File: src/rtl/ctra_pkg.sv
// Shared constants, arctangent table and fixed-point helpers for the CTRA predictor.
// Used by the predictor top level and its reduction, CORDIC and divider cells.
// No dependencies.
package ctra_pkg;

  // CORDIC iterations (12 to 32) and cell counts of the other chains
  localparam int CORDIC_STEPS = 24;
  localparam int NRED         = 18;   // angle reduction steps (quotient bits of the remainder)
  localparam int QBITS        = 41;   // quotient bits kept before clamping

  // datapath widths
  localparam int MW = 49;   // angle magnitude during reduction
  localparam int AW = 34;   // CORDIC x, y, z

  // angle constants, Q4.28 radians
  localparam int ANG_PI      = 843314857;
  localparam int ANG_HALF_PI = 421657428;
  localparam int ANG_TWO_PI  = 1686629713;
  // gain-compensated CORDIC start, Q2.30
  localparam int CORDIC_GAIN = 652032874;

  localparam logic [15:0] BIAS_RESET = 16'd268;

  // pipeline depth up to the last divider cell, and the delay of the coefficient bundle
  localparam int LAT = 32 + CORDIC_STEPS + QBITS;
  localparam int D1  = 19 + CORDIC_STEPS;

  localparam logic signed [63:0] S64_MAX = 64'sh7FFF_FFFF_FFFF_FFFF;
  localparam logic signed [63:0] S64_MIN = 64'sh8000_0000_0000_0000;

  typedef struct packed {
    logic               sat;
    logic signed [63:0] val;
  } res_t;

  typedef struct packed {
    logic               sat;
    logic signed [31:0] val;
  } res32_t;

  // arctangent of 2^-i, Q2.30
  function automatic logic [31:0] atan_q30(input logic [4:0] i);
    logic [31:0] r;
    unique case (i)
      5'd0:  r = 32'h3243F6A8;
      5'd1:  r = 32'h1DAC6705;
      5'd2:  r = 32'h0FADBAFC;
      5'd3:  r = 32'h07F56EA6;
      5'd4:  r = 32'h03FEAB76;
      5'd5:  r = 32'h01FFD55B;
      5'd6:  r = 32'h00FFFAAA;
      5'd7:  r = 32'h007FFF55;
      5'd8:  r = 32'h003FFFEA;
      5'd9:  r = 32'h001FFFFD;
      5'd10: r = 32'h000FFFFF;
      5'd11: r = 32'h0007FFFF;
      5'd12: r = 32'h0003FFFF;
      5'd13: r = 32'h0001FFFF;
      5'd14: r = 32'h0000FFFF;
      5'd15: r = 32'h00007FFF;
      5'd16: r = 32'h00003FFF;
      5'd17: r = 32'h00001FFF;
      5'd18: r = 32'h00000FFF;
      5'd19: r = 32'h000007FF;
      5'd20: r = 32'h000003FF;
      5'd21: r = 32'h000001FF;
      5'd22: r = 32'h000000FF;
      5'd23: r = 32'h0000007F;
      5'd24: r = 32'h0000003F;
      5'd25: r = 32'h0000001F;
      5'd26: r = 32'h0000000F;
      5'd27: r = 32'h00000008;
      5'd28: r = 32'h00000004;
      5'd29: r = 32'h00000002;
      5'd30: r = 32'h00000001;
      default: r = 32'h00000000;
    endcase
    return r;
  endfunction

  // shift an exact product right, truncating toward zero, and saturate to 64 bits
  function automatic res_t trunc_sh(input logic signed [127:0] p, input logic [6:0] sh);
    logic [127:0] mag;
    logic [127:0] m;
    res_t         r;
    mag = p[127] ? 128'(-p) : 128'(p);
    m   = mag >> sh;
    if (!p[127]) begin
      r.sat = (m > 128'h7FFF_FFFF_FFFF_FFFF);
      r.val = r.sat ? S64_MAX : $signed(m[63:0]);
    end else begin
      r.sat = (m > 128'h8000_0000_0000_0000);
      r.val = r.sat ? S64_MIN : -$signed(m[63:0]);
    end
    return r;
  endfunction

  // saturating 64-bit add or subtract
  function automatic res_t sat_add(input logic signed [63:0] a, input logic signed [63:0] b,
                                   input logic sub);
    logic signed [64:0] s;
    res_t               r;
    s     = sub ? ({a[63], a} - {b[63], b}) : ({a[63], a} + {b[63], b});
    r.sat = s[64] ^ s[63];
    r.val = r.sat ? (s[64] ? S64_MIN : S64_MAX) : s[63:0];
    return r;
  endfunction

  // saturate to 32 bits
  function automatic res32_t sat32(input logic signed [63:0] v);
    res32_t r;
    if (v > 64'sh0000_0000_7FFF_FFFF) begin
      r.sat = 1'b1;
      r.val = 32'sh7FFF_FFFF;
    end else if (v < -64'sh0000_0000_8000_0000) begin
      r.sat = 1'b1;
      r.val = 32'sh8000_0000;
    end else begin
      r.sat = 1'b0;
      r.val = v[31:0];
    end
    return r;
  endfunction

endpackage

File: src/rtl/ctra_rdc_cell.sv
// One step of the angle remainder chain: subtract a scaled full turn if it fits.
// Uses ctra_pkg for widths.
module ctra_rdc_cell (
  input  logic                     clk_i,
  input  logic                     en_i,
  input  logic [ctra_pkg::MW-1:0]  mag_i,
  input  logic [ctra_pkg::MW-1:0]  thr_i,
  input  logic                     neg_i,
  output logic [ctra_pkg::MW-1:0]  mag_o,
  output logic                     neg_o
);

  logic [ctra_pkg::MW-1:0] mag_d, mag_q;
  logic                    neg_q;

  // drop one multiple of the threshold when the magnitude holds it
  always_comb begin
    mag_d = (mag_i >= thr_i) ? (mag_i - thr_i) : mag_i;
  end

  always_ff @(posedge clk_i) begin
    if (en_i) begin
      mag_q <= mag_d;
      neg_q <= neg_i;
    end
  end

  assign mag_o = mag_q;
  assign neg_o = neg_q;

endmodule

File: config.mk
export PLATFORM = sky130hd
export DESIGN_NAME = ctra_rdc_cell
export DESIGN_NICKNAME = d
export VERILOG_FILES = /design/src/rtl/ctra_pkg.sv /design/src/rtl/ctra_rdc_cell.sv
export SDC_FILE = /design/constraint.sdc
export NUM_CORES = 1
export LEC_CHECK = 0
export ABC_CLOCK_PERIOD_IN_PS = 3450
export BUFFER_PORTS_ARGS = -buffer_cell sky130_fd_sc_hd__buf_4
export CORE_MARGIN = 1
export CORE_UTILIZATION = 53
export DETAILED_ROUTE_END_ITERATION = 16
export PLACE_DENSITY_LB_ADDON = 0.25
export SLEW_MARGIN = 20
export SYNTH_ARGS = -nofsm -noshare
export SYNTH_HDL_FRONTEND = slang
export SYNTH_SLANG_ARGS = --single-unit
File: constraint.sdc
create_clock -name clk_i -period 3.45 [get_ports clk_i]
set_input_delay 0.345 -clock clk_i [delete_from_list [all_inputs] [get_ports clk_i]]
set_output_delay 0.345 -clock clk_i [all_outputs]
set_load 0.05 [all_outputs]
# Yosys cells after proc, flatten, opt, wreduce, memory -nomap -nowiden
# Cells that the tools add are included.
# classes
n_addsub	1
multipliers	0
div_mod_pow	0
magnitude_cmp	1
n_eq_ne	0
shifts	0
muxes	1
bitwise_logic	0
n_reduce_logical	0
# ops
op	count
$ge A49 B49 Y1	1
$mux W49	1
$sub A49 B49 Y49	1
# totals
ff_bits	50
latchBits	0
ramBits	0
romBits	0
elab_cells	5
memories	0

# Longest topological paths before layout
# depth
ltp_word	2
depth_mapped	14
ltp_nobuf	13

# Least setup slack after synthesis
# No wires, ideal clock.
# synth_path
path_kind	input port to flip-flop
start	input mag_i[0] in the netlist's numbering
end	register mag_q (netlist bit mag_o[44]), data pin
setup_time_ps	261
arrival_ps	2868
required_time_ps	3189
setup_slack_ps	321
path_stages	13
cell_sequence	inv_1 > ha_1 > inv_1 > fa_1 > a21oi_1 > o211ai_1 > a211oi_1 > o211ai_1 > a21o_1 > a21oi_1 > o221a_2 > mux2i_1 > a211oi_2
# synth_between
elab_chain_len	2
# synth_rtl
item	line	rtl
start, declared	ctra_rdc_cell.sv:6	input logic [ctra_pkg::MW-1:0] mag_i,
$sub A49 B49 Y49 or $ge A49 B49 Y1 (tied branches)	ctra_rdc_cell.sv:18	mag_d = (mag_i >= thr_i) ? (mag_i - thr_i) : mag_i;
$mux W49 (*)	ctra_rdc_cell.sv:18	
via mag_d (one bit)	ctra_rdc_cell.sv:13	logic [ctra_pkg::MW-1:0] mag_d, mag_q;
end signal, assigned	ctra_rdc_cell.sv:23	mag_q <= mag_d;
end, declared	ctra_rdc_cell.sv:13	
# Mark *: on every way through the listed nets, which the timed path passes. The rest lies on a longest branch.
# A chain may end at the register's enable or synchronous reset.

# Final worst setup path
# Same ends and word-level chain as after synthesis.

==> results.py <==
metrics = {
    "placed_design": {
        "dp_hpwl_um": 11100,
        "gp_congestion": 0.913,
        "post-place-ws_ns": -0.0392,
        "place_area_sq_mm": 0.00655,
        "port_buffers": 150,
    },
    "final_layout": {
        "regArea_sq_mm": 0.00150,
        "multi_input_comb_area_sq_mm": 0.00322,
        "syn_to_final_growth_pct": 31.3,
        "antenna_cells": 0,
        "post-route-cell-area_sq_mm": 0.00668,
        "fillCellCount": 763,
        "fin_util_pct": 72.0,
        "drive_gt1_share_pct": 26.3,
        "final_nets": 957,
    },
    "die": {
        "die_h_um": 100,
        "die_area_sq_mm": 0.0100,
        "placementRows": 35,
        "die_w_um": 100,
        "start_util_pct": 54.8,
        "core_sq_mm": 0.00928,
        "io_pins": 151,
    },
    "worst_hold_path": {
        "min_path_type": "primary input to flip-flop",
        "hold_path_end": "neg_o$_DFFE_PP_",
        "min_from": "neg_i",
        "min_path_cells": 1,
    },
    "clock_tree": {
        "cts_root_buffer": "clkbuf_8",
        "post_cts_resized": 0,
        "cts.sinks": 50,
        "cts-hold-fix-buffers": 0,
        "cts.path.max_buffers": 2,
        "htree_num_levels": 2,
        "clk_pin_slew_ns": 0.10,
        "post_cts_buffers": 0,
        "cts_buffers": 5,
        "cts_tree": "done",
    },
    "yosys": {
        "yosysSeqAreaShare_pct": 29.5,
        "synth.most_common_cell": "nand2_1",
        "synth_cell_type_count": 52,
        "synth_warnings": 0,
        "async_reset_ff_share_pct": 0,
        "syn_area_sq_mm": 0.00509,
        "ys_seq_elements": 50,
        "yosys.area.top_type": "edfxtp_1",
        "synth_ff_type": "edfxtp_1",
        "synth.top_cells.by_count": "nand2_1, o21ai_0, a21oi_1",
        "syn_nets": 794,
        "netlist_top_cells_area": "edfxtp_1, ha_1, o21ai_0, a21oi_1, nand2_1",
        "synth_edf_count": 50,
        "syn_area_per_cell_sq_um": 7.92,
        "synthCells": 643,
        "yosysTopAreaCellShare_pct": 29.5,
    },
    "setup_path": {
        "cp.required_ns": 3.50,
        "worstSetupPathType": "primary input to flip-flop",
        "endpoint_kind": "flip-flop",
        "start_kind": "primary input",
        "crit_path_max_fanout": 3,
        "arrival_ns": 3.26,
    },
    "global_routing": {
        "gr-total-overflow": 0,
        "grt_max_degree": 51,
        "grt_pass1_vias": 5090,
        "grt_usage_pct": 27.2,
        "grt_pass1_wl_um": 22400,
        "antenna_found_initial": 0,
    },
    "drt": {
        "vias": 5213,
        "drt-total-wl_um": 13500,
        "drc": 0,
        "wire_per_inst_um": 14.5,
        "drtIter0Drc": 201,
        "viasPerCell": 5.57,
        "ant_nets": 0,
        "dr.pass1.iters": 5,
    },
    "run_status": {
        "status": "finished, final reports clean",
    },
    "timing": {
        "slew_violations": 0,
        "hold_viol": 0,
        "grt_setup_unrepaired": "no",
        "period_share_pct": 92.8,
        "fmaxAchievable_mhz": 312,
        "worst-slew-pin-transition_ns": 0.685,
        "slew_headroom_pct": 54.3,
        "setup_viol": 0,
        "fin_ws_ns": 0.248,
        "fin_crit_ns": 3.20,
    },
    "power": {
        "power_density_mw_per_mm2": 395,
        "ir_drop_uv": 269,
        "power.leakage_nw": 3.21,
    },
    "job": {
        "drv_cap": 0,
    },
}
-- worst max path at each step --
stage,startpoint,end,slack (ns),cells after the start
6_report,mag_i[0],mag_o[44]$_DFFE_PP_,0.25,14
5_1_grt,mag_i[0],mag_o[44]$_DFFE_PP_,0.07,14
4_1_cts,mag_i[0],mag_o[44]$_DFFE_PP_,0.27,14
3_5_place_dp,mag_i[0],mag_o[44]$_DFFE_PP_,-0.04,14
3_3_place_gp,mag_i[0],mag_o[44]$_DFFE_PP_,0.07,14
2_1_floorplan,mag_i[0],mag_o[44]$_DFFE_PP_,0.32,13
-- placed cells by master (no fill, tap or decap), types with 2 or more instances in the layout --
master	n
buf_4	192
nand2_1	87
o21ai_0	73
a21oi_1	70
inv_1	60
edfxtp_1	50
ha_1	49
a21o_1	27
nor2_1	27
xnor2_1	27
nand3_1	20
xor2_1	15
nand4_1	14
o21bai_1	10
and3_1	6
nand2b_1	6
nor3_1	6
o211ai_1	5
clkbuf_8	5
nor2b_1	4
nor4_1	3
a31oi_1	3
o221ai_1	3
a211oi_1	3
or3_1	3
mux2_2	3
a21boi_0	2
and4_1	2
o2111ai_1	2
o21a_1	2
a2111oi_0	2
and2_1	2
mux2i_1	2
a211oi_2	2
bufinv_16	2
-- per-stage QoR --
| stage | std cells | TNS, ns | power, mW | hold slack, ns |
|---|---|---|---|---|
| after floorplan | 643 | 0 | 1.70 | 0.444 |
| after global placement | 928 | 0 | 2.11 | 0.527 |
| after detailed placement | 928 | -0.0392 | 2.13 | 0.526 |
| after CTS | 936 | 0 | 2.65 | 0.211 |
| after global routing | 936 | 0 | 2.79 | 0.206 |
| final | 936 | 0 | 2.64 | 0.215 |
-- flip-flops by register name, indices dropped and copies added (netlist names) --
name / cells
mag_o: 49
neg_o: 1
-- cell type report --
cell class	instances	area share, %
tap	129	2.42
clock buffer	5	1.03
sequential	50	22.5
clock inverter	3	1.03
inverter	60	3.37
timing repair buffer	192	21.6
multi-input combinational	497	48.1
-- cell families after synthesis --
family | share of synthesized area, %
AND/OR/NAND/NOR | 16.8
multiplexers | 1.06
XOR/XNOR | 7.23
adder cells (fa/ha/maj) | 12.4
AO/OA/AOI/OAI | 25.5
buffers and inverters | 7.50
flip-flops | 29.5
-- layer usage --
metal | GRT usage, % | wire, um | vias to the layer above
met1 | 36.0 | 6100 | 2401
li1 | - | - | 2621
met4 | 5.57 | 55 | 0
met2 | 48.3 | 6620 | 187
met5 | 0 | 0 | -
met3 | 2.86 | 754 | 4
-- worst max-delay path, cell delays in order --
cell and delay [ns]:
buf_4 0.11, inv_1 0.07, ha_1 0.16, inv_1 0.05, fa_1 0.41, a21oi_1 0.25
o211ai_1 0.15, a211oi_1 0.41, o211ai_1 0.16, a21o_1 0.22, a21oi_1 0.29, o221a_2 0.33
mux2i_1 0.25, a211oi_2 0.06
-- report_power, final --
group	switching [mW]	leakage (nW)	total, mW	internal, mW
Clock	0.217	0.0683	0.508	0.291
Sequential	0.0271	0.488	0.810	0.783
Combinational	0.813	2.66	1.32	0.506
Total	1.06	3.21	2.64	1.58
Power figures use the tool's default switching activity.
