### src/rtl/ctra_pkg.sv
// Shared constants, arctangent table and fixed-point helpers for the CTRA predictor.
// Used by the predictor top level and its reduction, CORDIC and divider cells.
// No dependencies.
package ctra_pkg;

  // CORDIC iterations (12 to 32) and cell counts of the other chains
  localparam int CORDIC_STEPS = 24;
  localparam int NRED         = 18;   // angle reduction steps (quotient bits of the remainder)
  localparam int QBITS        = 41;   // quotient bits kept before clamping

  // datapath widths
  localparam int MW = 49;   // angle magnitude during reduction
  localparam int AW = 34;   // CORDIC x, y, z

  // angle constants, Q4.28 radians
  localparam int ANG_PI      = 843314857;
  localparam int ANG_HALF_PI = 421657428;
  localparam int ANG_TWO_PI  = 1686629713;
  // gain-compensated CORDIC start, Q2.30
  localparam int CORDIC_GAIN = 652032874;

  localparam logic [15:0] BIAS_RESET = 16'd268;

  // pipeline depth up to the last divider cell, and the delay of the coefficient bundle
  localparam int LAT = 32 + CORDIC_STEPS + QBITS;
  localparam int D1  = 19 + CORDIC_STEPS;

  localparam logic signed [63:0] S64_MAX = 64'sh7FFF_FFFF_FFFF_FFFF;
  localparam logic signed [63:0] S64_MIN = 64'sh8000_0000_0000_0000;

  typedef struct packed {
    logic               sat;
    logic signed [63:0] val;
  } res_t;

  typedef struct packed {
    logic               sat;
    logic signed [31:0] val;
  } res32_t;

  // arctangent of 2^-i, Q2.30
  function automatic logic [31:0] atan_q30(input logic [4:0] i);
    logic [31:0] r;
    unique case (i)
      5'd0:  r = 32'h3243F6A8;
      5'd1:  r = 32'h1DAC6705;
      5'd2:  r = 32'h0FADBAFC;
      5'd3:  r = 32'h07F56EA6;
      5'd4:  r = 32'h03FEAB76;
      5'd5:  r = 32'h01FFD55B;
      5'd6:  r = 32'h00FFFAAA;
      5'd7:  r = 32'h007FFF55;
      5'd8:  r = 32'h003FFFEA;
      5'd9:  r = 32'h001FFFFD;
      5'd10: r = 32'h000FFFFF;
      5'd11: r = 32'h0007FFFF;
      5'd12: r = 32'h0003FFFF;
      5'd13: r = 32'h0001FFFF;
      5'd14: r = 32'h0000FFFF;
      5'd15: r = 32'h00007FFF;
      5'd16: r = 32'h00003FFF;
      5'd17: r = 32'h00001FFF;
      5'd18: r = 32'h00000FFF;
      5'd19: r = 32'h000007FF;
      5'd20: r = 32'h000003FF;
      5'd21: r = 32'h000001FF;
      5'd22: r = 32'h000000FF;
      5'd23: r = 32'h0000007F;
      5'd24: r = 32'h0000003F;
      5'd25: r = 32'h0000001F;
      5'd26: r = 32'h0000000F;
      5'd27: r = 32'h00000008;
      5'd28: r = 32'h00000004;
      5'd29: r = 32'h00000002;
      5'd30: r = 32'h00000001;
      default: r = 32'h00000000;
    endcase
    return r;
  endfunction

  // shift an exact product right, truncating toward zero, and saturate to 64 bits
  function automatic res_t trunc_sh(input logic signed [127:0] p, input logic [6:0] sh);
    logic [127:0] mag;
    logic [127:0] m;
    res_t         r;
    mag = p[127] ? 128'(-p) : 128'(p);
    m   = mag >> sh;
    if (!p[127]) begin
      r.sat = (m > 128'h7FFF_FFFF_FFFF_FFFF);
      r.val = r.sat ? S64_MAX : $signed(m[63:0]);
    end else begin
      r.sat = (m > 128'h8000_0000_0000_0000);
      r.val = r.sat ? S64_MIN : -$signed(m[63:0]);
    end
    return r;
  endfunction

  // saturating 64-bit add or subtract
  function automatic res_t sat_add(input logic signed [63:0] a, input logic signed [63:0] b,
                                   input logic sub);
    logic signed [64:0] s;
    res_t               r;
    s     = sub ? ({a[63], a} - {b[63], b}) : ({a[63], a} + {b[63], b});
    r.sat = s[64] ^ s[63];
    r.val = r.sat ? (s[64] ? S64_MIN : S64_MAX) : s[63:0];
    return r;
  endfunction

  // saturate to 32 bits
  function automatic res32_t sat32(input logic signed [63:0] v);
    res32_t r;
    if (v > 64'sh0000_0000_7FFF_FFFF) begin
      r.sat = 1'b1;
      r.val = 32'sh7FFF_FFFF;
    end else if (v < -64'sh0000_0000_8000_0000) begin
      r.sat = 1'b1;
      r.val = 32'sh8000_0000;
    end else begin
      r.sat = 1'b0;
      r.val = v[31:0];
    end
    return r;
  endfunction

endpackage

### src/rtl/ctra_div_cell.sv
// One restoring-division step: compare, subtract, shift in a quotient bit.
// Uses ctra_pkg for the quotient width.
module ctra_div_cell (
  input  logic                         clk_i,
  input  logic                         en_i,
  input  logic [64:0]                  rem_i,
  input  logic [62:0]                  den_i,
  input  logic [ctra_pkg::QBITS-1:0]   q_i,
  input  logic                         neg_i,
  input  logic                         clamp_i,
  output logic [64:0]                  rem_o,
  output logic [62:0]                  den_o,
  output logic [ctra_pkg::QBITS-1:0]   q_o,
  output logic                         neg_o,
  output logic                         clamp_o
);

  logic                       ge;
  logic [64:0]                r;
  logic [64:0]                rem_q;
  logic [62:0]                den_q;
  logic [ctra_pkg::QBITS-1:0] q_q;
  logic                       neg_q, clamp_q;

  // subtract the divisor where it fits and double the partial remainder
  always_comb begin
    ge = (rem_i >= {2'b00, den_i});
    r  = ge ? (rem_i - {2'b00, den_i}) : rem_i;
  end

  always_ff @(posedge clk_i) begin
    if (en_i) begin
      rem_q   <= {r[63:0], 1'b0};
      den_q   <= den_i;
      q_q     <= {q_i[ctra_pkg::QBITS-2:0], ge};
      neg_q   <= neg_i;
      clamp_q <= clamp_i;
    end
  end

  assign rem_o   = rem_q;
  assign den_o   = den_q;
  assign q_o     = q_q;
  assign neg_o   = neg_q;
  assign clamp_o = clamp_q;

endmodule

### config.mk
export PLATFORM = sky130hd
export DESIGN_NAME = ctra_div_cell
export DESIGN_NICKNAME = d
export VERILOG_FILES = /design/src/rtl/ctra_pkg.sv /design/src/rtl/ctra_div_cell.sv
export SDC_FILE = /design/constraint.sdc
export NUM_CORES = 1
export LEC_CHECK = 0
export BUFFER_PORTS_ARGS = -buffer_cell sky130_fd_sc_hd__buf_4
export CORE_AREA = 10 10 193 195
export CTS_CLUSTER_SIZE = 40
export DETAILED_ROUTE_END_ITERATION = 12
export DIE_AREA = 0 0 203 205
export SYNTH_ARGS = -nofsm -noshare
export SYNTH_HDL_FRONTEND = slang
export SYNTH_SLANG_ARGS = --single-unit
### constraint.sdc
create_clock -name clk_i -period 3.95 [get_ports clk_i]
set_input_delay 0 -clock clk_i [delete_from_list [all_inputs] [get_ports clk_i]]
set_output_delay 0 -clock clk_i [all_outputs]
set_load 0.02 [all_outputs]
Word-level counts from Yosys, hierarchy flattened
Cells that the tools add are included.
{ "totals": {"elab_cells": 8, "output_inout_bits": 171, "in_bits": 173, "register_bits": 170} }
{ "op_classes": {"add_sub_neg": 1, "order_cmp": 1, "mux": 1} }
{ "op_table": {"columns": ["cell", "count"], "rows": [
  ["$ge 65x63->1", 1],
  ["$mux 64", 1],
  ["$sub 64x63->64", 1]
]} }

Logic depth before layout (Yosys ltp)
{ "depth": {"depth_word": 2, "depth_mapped": 16, "mapped_depth_nobuf": 13} }

Least setup slack after synthesis
No wires, ideal clock.
{ "synth_timing": {"path_kind": "input to register", "startpoint": "in den_i[14]", "endpoint": "reg rem_q[16], in the netlist rem_o[16], data pin", "setup_slack_ps": 1106, "cell_stages": 14, "path_buffers": 2, "t_arrival_ps": 2584, "cell_sequence": "inv_1 ha_1 buf_4 nand4_4 or4_1 a311o_1 and3_4 a21oi_4 o211ai_2 a21oi_2 nor2_1 buf_6 inv_2 mux2_2"} }
{ "synth_between": {"elab_chain_len": 2} }
{ "synth_rtl": {"columns": ["item", "line", "source"], "rows": [
  ["start: declaration", "ctra_div_cell.sv:7", "input logic [62:0] den_i,"],
  ["$ge 65x63->1", "ctra_div_cell.sv:27", "ge = (rem_i >= {2'b00, den_i});"],
  ["named net ge", "ctra_div_cell.sv:18", "logic ge;"],
  ["$mux 64", "ctra_div_cell.sv:28", "r = ge ? (rem_i - {2'b00, den_i}) : rem_i;"],
  ["named net r[15]", "ctra_div_cell.sv:19", "logic [64:0] r;"],
  ["end signal: assignment", "ctra_div_cell.sv:33", "rem_q <= {r[63:0], 1'b0};"],
  ["end: declaration", "ctra_div_cell.sv:20", "logic [64:0] rem_q;"]
]} }
The timed path passes the listed nets, and every way through them passes these cells.
A chain may end at the register's enable or synchronous reset.

Worst setup path in the final report
{ "layout_timing": {"startpoint": "in den_i[14]", "endpoint": "reg rem_q[7], in the netlist rem_o[7], data pin"} }
{ "layout_between": {"elab_chain_len": 2} }
{ "layout_rtl": {"columns": ["item", "line"], "rows": [
  ["$ge 65x63->1", "ctra_div_cell.sv:27"],
  ["$mux 64", "ctra_div_cell.sv:28"],
  ["named net r[6]", "ctra_div_cell.sv:19"]
]} }
The timed path passes the listed nets, and every way through them passes these cells.

==> flow_summary.ini <==
[critical_path]
critPathMaxStageDelay_ns = 0.55
crit_required_ns = 4.19
cp_num_buf_inv = 4
cp.arrival_ns = 3.79
cpLargestDelayFamily = compound AO/OA/AOI/OAI gates
worst-path-max-fanout = 40
slowest_stage = dlygate4sd3_1
path_class = in -> reg
end_kind = flop
cp_common_cell = buf_4
crit_chain = dlygate4sd3_1 -> buf_4 -> inv_1 -> ha_1 -> nand4_4 -> or4_1 -> a311o_1 -> and3_4 -> a21oi_4 -> o211ai_2 -> a21oi_2 -> nor2_4 -> buf_4 -> o31ai_2
start_kind = primary input

[synth]
synth_cell_types = 60
netlist_top_cells_count = 170 x edfxtp_1, 115 x nand2_1, 86 x inv_1
yosysWarnings = 0
synthesis.nets = 1184
synth-edff-count = 170
syn_inst = 947
synth.top_cell.area_share_pct = 51.87
yosysMostFrequentCell = edfxtp_1
ys_ff_latch = 170
yosysSeqAreaShare_pct = 51.87
syn-cell-area_um2 = 9842
synth_flop_cell = edfxtp_1
synth_top_cell_by_area = edfxtp_1
async_reset_ff_share_pct = 0
syn_avg_cell_area_um2 = 10.39
synth.area.top_cells = edfxtp_1 52%, ha_1 8.0%, nand2_1 4.4%, a21oi_1 4.1%, o21ai_0 3.6%

[clock_tree]
cts_max_path_buffers = 2
cts_tree = yes
htreeDepth = 4
numCtsBuffers = 17
clk_pin_slew_ns = 0.07
cts_sinks = 170
cts-resized-gates = 0
cts_root_buffer = clkbuf_16

[placed_design]
io_buffer_count = 341
dp_hpwl_um = 27000
routabilityCongestion = 0.8328
post-place-ws_ns = 0.4787

[drt]
wl_um = 34910
num_vias = 8973
routedWlPerCell_um = 18.29
vias_per_cell = 4.700
drc = 0
drtIter0Drc = 594
drtAntennaViolNets = 0
dr.pass1.iters = 5

[sta]
slew_violations = 0
fmax_mhz = 281.6
fin_ws_ns = 0.3988
fin_crit_ns = 3.551
post-route-period-util_pct = 89.90
rsz0062_at_grt = false
maxSlewHeadroom_pct = 54.93
setup_tns_ns = 0
final_hold_viol_count = 0
setup_violations = 0
worstMarginPinSlew_ns = 0.6760

[job]
cap_viol_max_count = 0

[power_and_ir_drop]
p_leak_nw = 6.454
p_total_w = 0.005686
ir_worst_vdd_mv = 0.2837
p_seq_share_pct = 40.3
p_sw_share_pct = 32.39
p_int_w = 0.003844
p_per_area_nw_per_um2 = 376.3
clkPwrFrac_pct = 28.8
p_switching_w = 0.001842
combPwrFrac_pct = 30.8

[worst_hold_path]
hold_class = in -> reg

[floorplanning]
core-area_um2 = 33280
io_pins = 344
initial_core_util_pct = 29.57
dieHeight_um = 205
fp.dieW_um = 203
dieArea_um2 = 41620
rows = 67

[layout]
drive_gt1_share_pct = 27.60
fin_nets = 1684
fillCellCount = 3102
area_delta_synth_final_pct = 53.51

[grt]
antenna_found_initial = 2
grt_overflow_total = 0
grt_max_degree = 71
grt.total_usage_pct = 16.27
grt_first_pass_wirelength_um = 52870
grt_pass1_vias = 9264

[outcome]
status = completed
power by group through the flow:
stage | clock [W] | combinational (W) | sequential [W]
finish | 0.00164 | 0.00175 | 0.00229
global route | 0.00176 | 0.00190 | 0.00231
CTS | 0.00170 | 0.00176 | 0.00229
detailed placement | 0 | 0.00161 | 0.00233
global placement | 0 | 0.00160 | 0.00233
floorplan | 0 | 0.000638 | 0.00260
cell families (layout without fill, tap and decap cells):
kind of cell    Yosys count  after routing  synth area share [%]
buf+inv                 125            638                 5.301
other cells               1              2               0.03810
flops                   170            170                 51.87
fa+ha+maj                64             64                 8.213
xor+xnor                 57             57                 5.072
compound gates          275            275                 17.24
simple gates            251            251                 11.82
mux                       4              4                0.4449
state kept, by name (all words and copies together), names as in the netlist:
signal,flops
den_o,63
clamp_o,1
q_o,41
rem_o,64
neg_o,1
stage by stage:
step	util, %	cell area, um2	instances	hold WS, ns
2_1_floorplan	-	9842	947	0.09887
3_3_place_gp	38.64	12860	1707	0.1783
3_5_place_dp	38.64	12860	1707	0.1793
5_1_grt	45.40	15110	1909	0.06605
4_1_cts	45.39	15110	1908	0.05777
6_report	45.40	15110	1909	0.04524
cell type report:
type	instances	area, um2	area share [%]
antenna	1	2.502	0.01656
clock buffer	18	429.2	2.841
clock inverter	14	126.4	0.8364
inverter	87	326.6	2.161
multi-input combinational	652	4223	27.95
sequential	170	5105	33.79
tap	448	560.5	3.710
timing repair buffer	519	4335	28.70
cell usage in the layout (no fill, tap or decap), drive strengths merged, types with 7 or more instances in the layout:
| cell type | n |
|---|---|
| nor2b | 7 |
| o211ai | 8 |
| a21o | 26 |
| nand4 | 22 |
| xor2 | 22 |
| a21oi | 83 |
| o21a | 10 |
| ha | 63 |
| edfxtp | 170 |
| nand3 | 23 |
| nor3 | 19 |
| dlygate4sd3 | 169 |
| nand2 | 115 |
| xnor2 | 35 |
| nor2 | 36 |
| or3 | 7 |
| clkbuf | 18 |
| and3 | 8 |
| inv | 96 |
| o21bai | 13 |
| buf | 350 |
| o21ai | 97 |
what timing repair did:
action | CTS | global route
buffers inserted | 0 | 0
endpoints found under the setup margin | 0 | 0
hold endpoints to repair | 169 | 0
hold buffers | 169 | 0
final timing paths:
| path | start | end | slack [ns] | cells after the start |
|---|---|---|---|---|
| max | den_i[14] | rem_o[7] | 0.40 | 14 |
| min | en_i | den_o[46] | 0.05 | 1 |
layer usage:
metal	routed length, um	global-route usage, %	up-vias
met4	276	3.784	2
met1	14860	19.30	4192
li1	-	-	4444
met5	13	0	-
met3	2379	4.881	18
met2	17380	28.35	317
(Power assumes the default switching activity.)
