--- config.mk ---
export PLATFORM = sky130hd
export DESIGN_NAME = ctra_cordic_cell
export DESIGN_NICKNAME = d
export VERILOG_FILES = /design/src/rtl/ctra_pkg.sv /design/src/rtl/ctra_cordic_cell.sv
export SDC_FILE = /design/constraint.sdc
export NUM_CORES = 1
export LEC_CHECK = 0
export BUFFER_PORTS_ARGS = -buffer_cell sky130_fd_sc_hd__buf_2
export CORE_MARGIN = 4
export CORE_UTILIZATION = 47
export DETAILED_ROUTE_END_ITERATION = 16
export GPL_TIMING_DRIVEN = 0
export PLACE_DENSITY_LB_ADDON = 0.12
export SYNTH_ARGS = -nofsm -noshare
export SYNTH_HDL_FRONTEND = slang
export SYNTH_SLANG_ARGS = --single-unit
--- constraint.sdc ---
create_clock -name clk_i -period 19.57 [get_ports clk_i]
set_input_delay 3.914 -clock clk_i [delete_from_list [all_inputs] [get_ports clk_i]]
set_output_delay 3.914 -clock clk_i [all_outputs]
set_load 0.01 [all_outputs]
--- src/rtl/ctra_pkg.sv ---
// Shared constants, arctangent table and fixed-point helpers for the CTRA predictor.
// Used by the predictor top level and its reduction, CORDIC and divider cells.
// No dependencies.
package ctra_pkg;

  // CORDIC iterations (12 to 32) and cell counts of the other chains
  localparam int CORDIC_STEPS = 24;
  localparam int NRED         = 18;   // angle reduction steps (quotient bits of the remainder)
  localparam int QBITS        = 41;   // quotient bits kept before clamping

  // datapath widths
  localparam int MW = 49;   // angle magnitude during reduction
  localparam int AW = 34;   // CORDIC x, y, z

  // angle constants, Q4.28 radians
  localparam int ANG_PI      = 843314857;
  localparam int ANG_HALF_PI = 421657428;
  localparam int ANG_TWO_PI  = 1686629713;
  // gain-compensated CORDIC start, Q2.30
  localparam int CORDIC_GAIN = 652032874;

  localparam logic [15:0] BIAS_RESET = 16'd268;

  // pipeline depth up to the last divider cell, and the delay of the coefficient bundle
  localparam int LAT = 32 + CORDIC_STEPS + QBITS;
  localparam int D1  = 19 + CORDIC_STEPS;

  localparam logic signed [63:0] S64_MAX = 64'sh7FFF_FFFF_FFFF_FFFF;
  localparam logic signed [63:0] S64_MIN = 64'sh8000_0000_0000_0000;

  typedef struct packed {
    logic               sat;
    logic signed [63:0] val;
  } res_t;

  typedef struct packed {
    logic               sat;
    logic signed [31:0] val;
  } res32_t;

  // arctangent of 2^-i, Q2.30
  function automatic logic [31:0] atan_q30(input logic [4:0] i);
    logic [31:0] r;
    unique case (i)
      5'd0:  r = 32'h3243F6A8;
      5'd1:  r = 32'h1DAC6705;
      5'd2:  r = 32'h0FADBAFC;
      5'd3:  r = 32'h07F56EA6;
      5'd4:  r = 32'h03FEAB76;
      5'd5:  r = 32'h01FFD55B;
      5'd6:  r = 32'h00FFFAAA;
      5'd7:  r = 32'h007FFF55;
      5'd8:  r = 32'h003FFFEA;
      5'd9:  r = 32'h001FFFFD;
      5'd10: r = 32'h000FFFFF;
      5'd11: r = 32'h0007FFFF;
      5'd12: r = 32'h0003FFFF;
      5'd13: r = 32'h0001FFFF;
      5'd14: r = 32'h0000FFFF;
      5'd15: r = 32'h00007FFF;
      5'd16: r = 32'h00003FFF;
      5'd17: r = 32'h00001FFF;
      5'd18: r = 32'h00000FFF;
      5'd19: r = 32'h000007FF;
      5'd20: r = 32'h000003FF;
      5'd21: r = 32'h000001FF;
      5'd22: r = 32'h000000FF;
      5'd23: r = 32'h0000007F;
      5'd24: r = 32'h0000003F;
      5'd25: r = 32'h0000001F;
      5'd26: r = 32'h0000000F;
      5'd27: r = 32'h00000008;
      5'd28: r = 32'h00000004;
      5'd29: r = 32'h00000002;
      5'd30: r = 32'h00000001;
      default: r = 32'h00000000;
    endcase
    return r;
  endfunction

  // shift an exact product right, truncating toward zero, and saturate to 64 bits
  function automatic res_t trunc_sh(input logic signed [127:0] p, input logic [6:0] sh);
    logic [127:0] mag;
    logic [127:0] m;
    res_t         r;
    mag = p[127] ? 128'(-p) : 128'(p);
    m   = mag >> sh;
    if (!p[127]) begin
      r.sat = (m > 128'h7FFF_FFFF_FFFF_FFFF);
      r.val = r.sat ? S64_MAX : $signed(m[63:0]);
    end else begin
      r.sat = (m > 128'h8000_0000_0000_0000);
      r.val = r.sat ? S64_MIN : -$signed(m[63:0]);
    end
    return r;
  endfunction

  // saturating 64-bit add or subtract
  function automatic res_t sat_add(input logic signed [63:0] a, input logic signed [63:0] b,
                                   input logic sub);
    logic signed [64:0] s;
    res_t               r;
    s     = sub ? ({a[63], a} - {b[63], b}) : ({a[63], a} + {b[63], b});
    r.sat = s[64] ^ s[63];
    r.val = r.sat ? (s[64] ? S64_MIN : S64_MAX) : s[63:0];
    return r;
  endfunction

  // saturate to 32 bits
  function automatic res32_t sat32(input logic signed [63:0] v);
    res32_t r;
    if (v > 64'sh0000_0000_7FFF_FFFF) begin
      r.sat = 1'b1;
      r.val = 32'sh7FFF_FFFF;
    end else if (v < -64'sh0000_0000_8000_0000) begin
      r.sat = 1'b1;
      r.val = 32'sh8000_0000;
    end else begin
      r.sat = 1'b0;
      r.val = v[31:0];
    end
    return r;
  endfunction

endpackage

--- src/rtl/ctra_cordic_cell.sv ---
// One rotation-mode CORDIC iteration with its own x, y, z registers.
// Uses ctra_pkg for widths.
module ctra_cordic_cell (
  input  logic                           clk_i,
  input  logic                           en_i,
  input  logic signed [ctra_pkg::AW-1:0] x_i,
  input  logic signed [ctra_pkg::AW-1:0] y_i,
  input  logic signed [ctra_pkg::AW-1:0] z_i,
  input  logic        [4:0]              shift_i,
  input  logic        [31:0]             atan_i,
  input  logic                           flip_i,
  output logic signed [ctra_pkg::AW-1:0] x_o,
  output logic signed [ctra_pkg::AW-1:0] y_o,
  output logic signed [ctra_pkg::AW-1:0] z_o,
  output logic                           flip_o
);

  logic signed [ctra_pkg::AW-1:0] xs, ys, at;
  logic signed [ctra_pkg::AW-1:0] x_d, y_d, z_d, x_q, y_q, z_q;
  logic                           flip_q;

  // rotate toward zero residual angle
  always_comb begin
    xs = x_i >>> shift_i;
    ys = y_i >>> shift_i;
    at = $signed({2'b00, atan_i});
    if (!z_i[ctra_pkg::AW-1]) begin
      x_d = x_i - ys;
      y_d = y_i + xs;
      z_d = z_i - at;
    end else begin
      x_d = x_i + ys;
      y_d = y_i - xs;
      z_d = z_i + at;
    end
  end

  always_ff @(posedge clk_i) begin
    if (en_i) begin
      x_q    <= x_d;
      y_q    <= y_d;
      z_q    <= z_d;
      flip_q <= flip_i;
    end
  end

  assign x_o    = x_q;
  assign y_o    = y_q;
  assign z_o    = z_q;
  assign flip_o = flip_q;

endmodule

## After elaboration in Yosys (flattened, before gate mapping)

Cells that the tools add are included.

| storage, ports and cells | value |
|---|---|
| memory bits (writable) | 0 |
| register bits after elaboration | 103 |
| memories | 0 |
| ROM bits | 0 |
| bits of input ports | 142 |
| output and inout bits | 103 |
| bits in latches | 0 |
| word-level logic and storage cells | 15 |

| operators by class | value |
|---|---|
| reduce and logical (&&, ||, !) cells | 0 |
| multiply operators | 0 |
| bitwise logic cells | 0 |
| eq/ne operators | 0 |
| shifts and indexed selects | 2 |
| multiplexer cells | 3 |
| add/subtract/negate cells | 6 |
| div/mod/pow operators | 0 |
| $lt $le $gt $ge | 0 |

Operators with widths:

| kind | count |
|---|---|
| 34-bit two-way mux | 3 |
| 34-bit adder | 2 |
| 34-bit by 5-bit >>> shifter with 34-bit output | 2 |
| 34-bit subtractor | 2 |
| 34-bit by 33-bit adder with 34-bit output | 1 |
| 34-bit by 33-bit subtractor with 34-bit output | 1 |

## Depth between registers and ports, before layout

| logic depth | value |
|---|---|
| word-level depth | 3 |
| gate-level depth with buffers | 33 |
| gate-level depth less buffers | 25 |

## Worst setup path before layout

No wires, ideal clock.

| timing | value |
|---|---|
| path kind | input to register |
| from | in shift_i[0] |
| to | reg y_q (netlist bit y_o[32]), data pin |
| required time | 19,308 ps |
| path buffers | 5 |
| setup slack | 9,995 ps |
| library setup time | 262 ps |
| stages on the path | 27 |
| arrival | 9,313 ps |
| cell sequence | buf_6 buf_6 buf_6 buf_6 buf_2 mux4_2 mux2i_1 o22ai_1 nor3_1 ha_1 nor3b_1 and4_1 and4bb_1 a21oi_1 xnor2_1 ha_1 and3_1 o211a_1 o21a_1 o31a_1 o41ai_1 o2bb2ai_1 or4_1 nand3_1 and4b_1 a21oi_1 xor2_1 |

| on the way | value |
|---|---|
| longest elaborated chain between the ends | 3 |
| elaborated cells on any way between the ends | 4 |
| those cells by class | 2 x add/sub; 1 x shift; 1 x mux |

RTL lines:

| item | RTL line | RTL |
|---|---|---|
| start, declared | ctra_cordic_cell.sv:9 | `input logic [4:0] shift_i,` |
| 34-bit by 5-bit >>> shifter with 34-bit output * | ctra_cordic_cell.sv:24 | `xs = x_i >>> shift_i;` |
| 34-bit adder or 34-bit subtractor (tied branches) | ctra_cordic_cell.sv:29, ctra_cordic_cell.sv:33 |  |
| 34-bit two-way mux * | ctra_cordic_cell.sv:27 | `if (!z_i[ctra_pkg::AW-1]) begin` |
| net y_d, one bit | ctra_cordic_cell.sv:19 | `logic signed [ctra_pkg::AW-1:0] x_d, y_d, z_d, x_q, y_q, z_q;` |
| end signal, assigned | ctra_cordic_cell.sv:41 | `y_q <= y_d;` |
| end, declared | ctra_cordic_cell.sv:19 |  |

The timed path passes the listed nets; every way through them passes the cells marked *.
A chain may end at the register's enable or synchronous reset.

## Worst setup path after layout

| timing | value |
|---|---|
| from | in shift_i[2] |
| to | reg y_q (netlist bit y_o[32]), data pin |

The elaborated chain is that of the path after synthesis.

==> impl_results.rst <==
.. list-table::
   :header-rows: 1

   * - Metric
     - Value
   * - RSZ-0062 raised after global routing
     - no
   * - Tot GR Track Use
     - 31.7%
   * - Final RePlAce weighted congestion
     - 1.02
   * - Clock Root Buffer
     - sky130_fd_sc_hd__clkbuf_16
   * - GR Util met1
     - 41.1%
   * - First-pass GRT wire length
     - 83000 µm
   * - Relative slew margins
     - 21.7%
   * - Pre-CTS setup slack
     - 8.29 ns
   * - Min-delay src
     - flip_i
   * - Num ports
     - 245
   * - EDFF count, synth
     - 103
   * - Number of search-and-repair iterations in the first detailed-routing pass
     - 7
   * - Number of global-route vias before repair
     - 13800
   * - Clock transition at the registers of the reported paths
     - 0.08 ns
   * - Setup repair bufs after CTS
     - 0
   * - Gate count of the mapped netlist
     - 1621
   * - Synthesized area
     - 14800 µm²
   * - Count of port buffers added during placement
     - 239
   * - Worst hold-check slack
     - 3.71 ns
   * - Number of buffers added by the clock tree synthesis step
     - 9
   * - Top fanout value on the critical path
     - 10
   * - Yosys synthesis warning count
     - 0
   * - Outcome
     - complete, no violations
   * - Area delta synth->final
     - 13.6%
   * - Net count, final
     - 2119
   * - Detail-routed via count per cell
     - 6.39
   * - Combined area of the multi-input logic cells
     - 11100 µm²
   * - Row cnt
     - 64
   * - Top flip-flop cell by instance count after synthesis
     - sky130_fd_sc_hd__edfxtp_1
   * - Area taken by flip-flops and latches
     - 3090 µm²
   * - HPWL after DPL
     - 45000 µm
   * - Seq cells post-synth
     - 103
   * - Achievable clock frequency
     - 0.0900 GHz
   * - Final critical delay including setup and external delays
     - 11.12 ns
   * - Final worst path period share
     - 56.8%
   * - CTS tree
     - yes
   * - Distinct cell type count of the synthesized netlist
     - 91
   * - Final setup margin
     - 8.45 ns
   * - Post_cts resized
     - 0
   * - Mapped Nets
     - 1868
   * - TNS Setup
     - 0 ns
   * - Layout filler cell count
     - 2872
   * - Placeable core region
     - 30800 µm²
   * - Final number of hold-violating endpoints
     - 0
   * - Endpoint class of the critical path
     - flop
   * - Crit path from
     - shift_i[2]
   * - Grt met2 use
     - 52.8%
   * - Wire length after detailed routing
     - 55800 µm
   * - Detailed-route DRC error count
     - 0
   * - Remaining antenna violation count after routing
     - 0
   * - Pin slew with the least headroom to its limit
     - 1.17 ns
   * - CTS max path bufs
     - 2
   * - Data required time at the worst endpoint
     - 19.71 ns
   * - Share of synthesized registers carrying an async set or reset
     - 0%
   * - Pins Over Slew Limit
     - 0
   * - Floorplan die width
     - 186 µm
   * - Sequential area share after synthesis
     - 20.9%
   * - Most frequent cells in the layout
     - sky130_fd_sc_hd__buf_2 (261), sky130_fd_sc_hd__a21oi_1 (158), sky130_fd_sc_hd__nor2_1 (155)
   * - Arrival time at the worst endpoint
     - 11.26 ns
   * - Avg Synthesized Cell Area
     - 9.14 µm²
   * - Cts hold-fix bufs
     - 0
   * - Antenna violations before repair
     - 0
   * - Maximum Capacitance Violations
     - 0
   * - Die ar.
     - 34400 µm²
   * - Die height
     - 186 µm
   * - Startpoint type of the worst setup path
     - input pin
   * - Via Count
     - 14500
   * - Starting density of the core
     - 48.0%
   * - Pin count of the biggest net entering global routing
     - 60
   * - Most common cell after layout, fill and taps aside
     - sky130_fd_sc_hd__buf_2
   * - Number of clock sinks
     - 103
   * - Top Usage Layer GRT
     - met2
   * - Violation count after the first detailed-route iteration
     - 1449
   * - Global-route congestion overflow total
     - 0
   * - Static Leakage
     - 7.04 nW
   * - Setup violators final
     - 0
   * - Worst VDD drop
     - 49.9 µV
   * - Kind of path behind the tightest hold check
     - in2reg
   * - Layout cells sized above 1
     - 21.8%
   * - CTS H-Tree Depth
     - 3
   * - Kind of critical path
     - in2reg
   * - Power Density
     - 72.0 nW/µm²
   * - GR Layer Usage met3
     - 4.83%
   * - Routed wire length per instance
     - 24.5 µm
[kinds of logic after synthesis]
group	Yosys count	synth area share (%)
simple gates	465	15.1
buf+inv	131	4.50
compound gates	476	20.7
mux	168	19.5
flops	103	20.9
fa+ha+maj	105	9.02
xor+xnor	173	10.3
[per-layer routing]
metal  part of all wire [%]  routed length [µm]
met2                     46               25800
met5                      0                   0
met1                     41               23000
met4                    4.6                2560
met3                    7.9                4420
[critical path, cell delays in order]
cell	delay [ns]
sky130_fd_sc_hd__buf_4	0.17
sky130_fd_sc_hd__buf_2	0.29
sky130_fd_sc_hd__buf_2	0.34
sky130_fd_sc_hd__clkbuf_1	0.56
sky130_fd_sc_hd__mux4_2	0.41
sky130_fd_sc_hd__mux2i_1	0.34
sky130_fd_sc_hd__o22ai_1	0.14
sky130_fd_sc_hd__nor3_1	0.46
sky130_fd_sc_hd__ha_1	0.31
sky130_fd_sc_hd__nor3b_1	0.19
sky130_fd_sc_hd__and4_1	0.33
sky130_fd_sc_hd__and4bb_1	0.29
sky130_fd_sc_hd__and2_1	0.33
sky130_fd_sc_hd__nor2_1	0.09
sky130_fd_sc_hd__xnor2_1	0.32
sky130_fd_sc_hd__ha_1	0.33
sky130_fd_sc_hd__and3_1	0.23
sky130_fd_sc_hd__o21a_1	0.12
sky130_fd_sc_hd__o31a_1	0.14
sky130_fd_sc_hd__o41ai_1	0.66
sky130_fd_sc_hd__o2bb2ai_1	0.23
sky130_fd_sc_hd__or4_1	0.48
sky130_fd_sc_hd__nand3_1	0.09
sky130_fd_sc_hd__and4b_1	0.22
sky130_fd_sc_hd__a21oi_1	0.09
sky130_fd_sc_hd__xor2_1	0.14
[registers in the layout (all words and copies together) (netlist names)]
name / flops
y_o: 34
x_o: 34
flip_o: 1
z_o: 34
[final timing paths]
check	end	cells after the start
max	y_o[32]	26
min	flip_o	1
[metrics by stage]
stage | power, mW | utilization (%) | cells | instance area (µm²)
3_5_place_dp | 1.01 | 53.6 | 2257 | 16500
2_1_floorplan | 0.800 | - | 1621 | 14800
6_report | 1.21 | 54.6 | 2274 | 16800
5_1_grt | 1.29 | 54.6 | 2273 | 16800
4_1_cts | 1.21 | 54.6 | 2273 | 16800
3_3_place_gp | 1.00 | 53.5 | 2256 | 16500
[Yosys cell counts, drive strengths merged, types with 6 or more instances]
cell type  instances  area share [%]
nor2             155             3.9
o211ai            15            0.76
mux2i             61             4.2
and2              20            0.86
o2bb2ai            6            0.35
a21oi            158             5.3
nand4             10            0.42
o21bai            14            0.71
xnor2             99             5.9
xor2              74             4.4
mux4              89              14
clkbuf            30            0.76
o21a              19            0.96
and3              16            0.68
o21ai             83             2.8
nand3b             6            0.30
mux2              18             1.4
a211oi            20             1.0
nand3             26            0.91
inv               52             1.3
ha               102             8.6
nor3              38             1.3
nand2            126             3.2
nor4               9            0.52
buf               48             2.4
a221oi             7            0.53
nor2b             19            0.80
edfxtp           103              21
nand2b            16            0.68
o22ai             13            0.55
a31oi             45             2.1
a21o              39             2.0
[layout make-up]
cell class                      instances  area share, %
Inverter                               53           1.18
Clock inverter                          5          0.327
Timing Repair Buffer                  240           7.29
Sequential cell                       103           18.4
Antenna cell                            1         0.0149
Buffer                                 78           2.78
Tap cell                              396           2.95
Clock buffer                           11           1.38
Multi-Input combinational cell       1387           65.7
[report_power, final]
part	switching, mW	internal [mW]	total (mW)
registers	0.0145	0.326	0.340
logic	0.397	0.279	0.676
clock network	0.0948	0.0997	0.195
Note: power is estimated with default switching activity, not from simulation.
